## config.mk

```make
export PLATFORM = sky130hd
export DESIGN_NAME = slik_isqrt
export DESIGN_NICKNAME = d
export VERILOG_FILES = /design/src/slik_isqrt.sv
export SDC_FILE = /design/constraint.sdc
export NUM_CORES = 2
export LEC_CHECK = 0
export BUFFER_PORTS_ARGS = -buffer_cell sky130_fd_sc_hd__buf_4
export CAP_MARGIN = 20
export CORE_ASPECT_RATIO = 0.6
export CORE_MARGIN = 3
export CORE_UTILIZATION = 51
export DETAILED_ROUTE_END_ITERATION = 10
export GPL_TIMING_DRIVEN = 0
export MAX_ROUTING_LAYER = met4
export PLACE_DENSITY = 0.66
export SLEW_MARGIN = 20
export SYNTH_ARGS = -nofsm -noshare
export SYNTH_HDL_FRONTEND = slang
export SYNTH_MEMORY_MAX_BITS = 65536
export SYNTH_SLANG_ARGS = --single-unit
```

## constraint.sdc

```tcl
create_clock -name clk -period 3.8 [get_ports clk]
set_clock_uncertainty 0.05 [all_clocks]
set_input_delay 0.19 -clock clk [delete_from_list [all_inputs] [get_ports clk]]
set_output_delay 0.19 -clock clk [all_outputs]
set_load 0.05 [all_outputs]
```

## src/slik_isqrt.sv

```systemverilog
// Pipelined 64-bit integer square root, one result bit per stage (32 stages).
// Carries a sideband word alongside; no package dependencies.
module slik_isqrt #(
	parameter int SIDE_W = 1
) (
	input  logic              clk,
	input  logic              arst_n,
	input  logic              en,
	input  logic              up_valid,
	input  logic [63:0]       up_val,
	input  logic [SIDE_W-1:0] up_side,
	output logic              dn_valid,
	output logic [31:0]       dn_root,
	output logic [SIDE_W-1:0] dn_side
);
	localparam int STEPS = 32;

	logic              vld_s  [1:STEPS];
	logic [63:0]       rem_s  [1:STEPS];
	logic [63:0]       root_s [1:STEPS];
	logic [SIDE_W-1:0] side_s [1:STEPS];

	for (genvar i = 0; i < STEPS; i++) begin : g_step
		localparam logic [63:0] BITV = 64'd1 << (62 - 2 * i);
		logic              pvld;
		logic [63:0]       prem, proot, trial, nrem, nroot;
		logic [SIDE_W-1:0] pside;

		if (i == 0) begin : g_first
			assign pvld  = up_valid;
			assign prem  = up_val;
			assign proot = '0;
			assign pside = up_side;
		end else begin : g_next
			assign pvld  = vld_s[i];
			assign prem  = rem_s[i];
			assign proot = root_s[i];
			assign pside = side_s[i];
		end

		always_comb begin
			trial = proot + BITV;
			if (prem >= trial) begin
				nrem  = prem - trial;
				nroot = (proot >> 1) + BITV;
			end else begin
				nrem  = prem;
				nroot = proot >> 1;
			end
		end

		always_ff @(posedge clk or negedge arst_n) begin
			if (!arst_n) begin
				vld_s[i+1] <= 1'b0;
			end else if (en) begin
				vld_s[i+1] <= pvld;
			end
		end

		always_ff @(posedge clk) begin
			if (en) begin
				rem_s[i+1]  <= nrem;
				root_s[i+1] <= nroot;
				side_s[i+1] <= pside;
			end
		end
	end

	assign dn_valid = vld_s[STEPS];
	assign dn_root  = root_s[STEPS][31:0];
	assign dn_side  = side_s[STEPS];
endmodule

```

==> reports/results.tsv <==
metric	value	unit
outcome	complete, but fails checks	
failing checks	negative setup slack	
number of synthesized flops with an enable pin	2544	
Num Clock Sinks	2576	
Top FF cell, synth	edfxtp_1	
multi-input logic area	0.0470	sq mm
slew margin rel.	0.241	
Fmax	0.240	GHz
final period utilization	1.10	
Pwr Total	87.5	mW
Synth Register Bits	2576	
All-Layer GR Usage	0.298	
final core occ	0.605	
Nets	11200	
CP Capture Type	flip-flop	
PD cells	602	mW/mm^2
DIE WIDTH	642	microns
HP Class	in2reg	
final setup vio count	103	
MaxCap Viol Count	0	
clock tree buffer depth	4	
Filler cells	18900	
global-route wire length before repair	534000	microns
gr ovfl total	0	
Post-DP HPWL	282000	microns
critical path class	reg2reg	
vias in the first global route	77600	
CTS tree	yes	
Async SR Flop Fraction	0.0124	
Clock Pin Slew Worst Setup and Hold Paths	70	ps
Layout area overhead	17.5	%
syn nets	10500	
final setup margin	-363	ps
type of origin of the critical path	flip-flop	
Worst Path Required	4430	ps
Wirelength per Cell	26.6	microns
Mapped Area	0.124	sq mm
CTS buffer count	243	
Die Ht	388	microns
initial antenna violation count	22	
Hold WS	191	ps
min cycle time layout	4160	ps
Leak	54.4	nW
critical-path maximum fanout	5	
pins over their slew limit	0	
antenna-violating nets left	0	
GPL Wtd Cong	1.03	
sequential cell area fraction in the yosys report	0.624	
H-tree Lvls	4	
Core ar.	0.240	sq mm
largest net degree at the start of global routing	170	
CTS root buf	clkbuf_16	
ratio of cells with drive above 1 in the final layout	0.146	
flip-flop and latch area	0.0772	sq mm
count of different cell masters after synthesis	105	
total wire length	372000	microns
total iterations of the first detailed-routing run	8	
Flop pwr share	0.450	
row count	139	
yosys warns	0	
internal power	59.2	mW
mean post-synth cell area	12.5	sq um
Clock Latency Late Sink	920	ps
PortBufs	102	
net switching power	28.4	mW
Comb pwr share	0.267	
DR vias	85500	
Switching Share	0.324	
Final Hold Vio Count	0	
Top-Level Pins	103	
clock share of power	0.283	
DRC viols	0	
Worst Tran Pin Value	1120	ps
arrival time worst endpoint	4790	ps
Starting DRT DRC Count	12200	
effective utilization at floorplan	0.515	
total die area	0.249	sq mm
RSZ-0062 raised after global routing	yes	
Post-Synthesis Cells	9872	
worst vdd ir	416	uV
vias per cell	6.09	
[sequential cells by signal, summed over array words and instances (netlist names)]
name and cells:
side_s 32, root_s 528, g_step.pvld 31, rem_s 1984, dn_valid 1
[kinds of logic after synthesis]
family / Yosys count / share of synthesized area
simple gates: 2907 / 0.122
flops: 2576 / 0.624
buf+inv: 931 / 0.0293
compound gates: 1918 / 0.0968
xor+xnor: 884 / 0.0626
fa+ha+maj: 558 / 0.0564
mux: 98 / 0.00887
[critical path, cell delays in order (launching register included)]
cell	delay [ps]
edfxtp_1	450
ha_4	330
nand4_1	220
nor4_4	350
buf_6	210
nand4_1	650
nand4b_1	340
buf_4	160
or2_4	130
nor2_4	70
clkinv_4	110
o2111ai_4	230
buf_8	260
o41ai_2	290
o21ai_1	100
[final cells by class]
cell class,instances,area share
Clock inverter,163,0.0116
Timing Repair Buffer,527,0.0361
Sequential cell,2576,0.531
Tap cell,3243,0.0279
Inverter,698,0.0182
Antenna cell,7,0.000120
Multi-Input combinational cell,6366,0.324
Clock buffer,274,0.0429
Buffer,173,0.00873
[layout by cell type (no fill, tap or decap), types with 284 or more instances in the layout]
master,instances
inv_1,684
a21oi_1,592
nor4_1,284
buf_4,307
nand2_1,601
ha_1,483
xor2_1,383
xnor2_1,466
edfxtp_1,2544
o21ai_0,377
nor2_1,639
[synthesized netlist by cell type, types with 12 or more instances]
library cell     n  share of area
a2111oi_0       13        0.00092
a211o_1         17         0.0012
a211oi_1        42         0.0025
a21boi_0        23         0.0014
a21o_1         260          0.016
a21oi_1        646          0.026
a31o_2          18         0.0013
a31oi_1         53         0.0027
and2_1          31         0.0016
and3_1          35         0.0018
and4_1          19         0.0013
buf_1           17        0.00052
buf_2           30         0.0012
clkbuf_1       166         0.0050
dfrtp_1         32         0.0065
edfxtp_1      2544           0.62
ha_1           558          0.056
inv_1          689          0.021
mux2_2          92         0.0084
nand2_1        626          0.019
nand2b_1       100         0.0051
nand3_1        180         0.0073
nand3b_1        38         0.0023
nand4_1        179         0.0090
nand4b_1        41         0.0029
nor2_1         675          0.020
nor2b_1         71         0.0036
nor3_1         251          0.010
nor3b_1         22         0.0013
nor4_1         328          0.017
nor4b_1         57         0.0040
o2111ai_1       20         0.0014
o211ai_1        42         0.0025
o21a_1         102         0.0062
o21ai_0        434          0.018
o21bai_1        60         0.0036
o31a_1          12        0.00085
o31ai_1         42         0.0025
or2_2           46         0.0023
or3_1           86         0.0043
or4_1           54         0.0033
xnor2_1        497          0.035
xor2_1         387          0.027
[power by group through the flow]
stage	registers (mW)	logic, mW	clock network (mW)
after floorplan	38.3	13.2	0
after global placement	40.8	19.1	0
after detailed placement	39.6	19.4	0
after CTS	39.2	21.0	25.2
after global routing	39.7	25.0	26.4
final	39.4	23.4	24.8
[metrics by stage]
stage               instances  area (sq um)  setup WS (ps)  setup TNS (ps)
floorplan                9872        124000            432               0
global placement        13200        129000         -20070               -
detailed placement      13300        129000          -1890         -523490
CTS                     13900        142000           -401           -7700
global route            14000        145000           -610          -37490
finish                  14000        145000           -363          -20430
[final timing paths]
path | endpoint | depth (start not counted) | startpoint | slack, ps
max reg2reg | rem_s[0][1967] | 14 | rem_s[0][1882] | -360
min in group asynchronous | g_step[2].pvld | 4 | arst_n | 290
min | rem_s[0][126] | 4 | up_val[62] | 190
min reg2reg | root_s[0][1684] | 0 | root_s[0][1621] | 360
max in group asynchronous | g_step[18].pvld | 4 | arst_n | 3230
max | rem_s[0][1967] | 14 | rem_s[0][1882] | -360
[per-layer routing]
layer  part of all wire  track usage
met5                  0            -
met4              0.011       0.0387
met3               0.15        0.108
met2               0.31        0.296
met1               0.53        0.533
[timing repair]
item / CTS / global route
pin swaps: 102 / 131
resized for setup: 494 / 533
setup endpoints to repair: 708 / 707
buffers inserted: 97 / 152
hold buffers: 136 / 0
gates cloned: 2 / 8
hold endpoints to repair: 188 / 0
No activity file was read; power rests on OpenSTA's default activity.
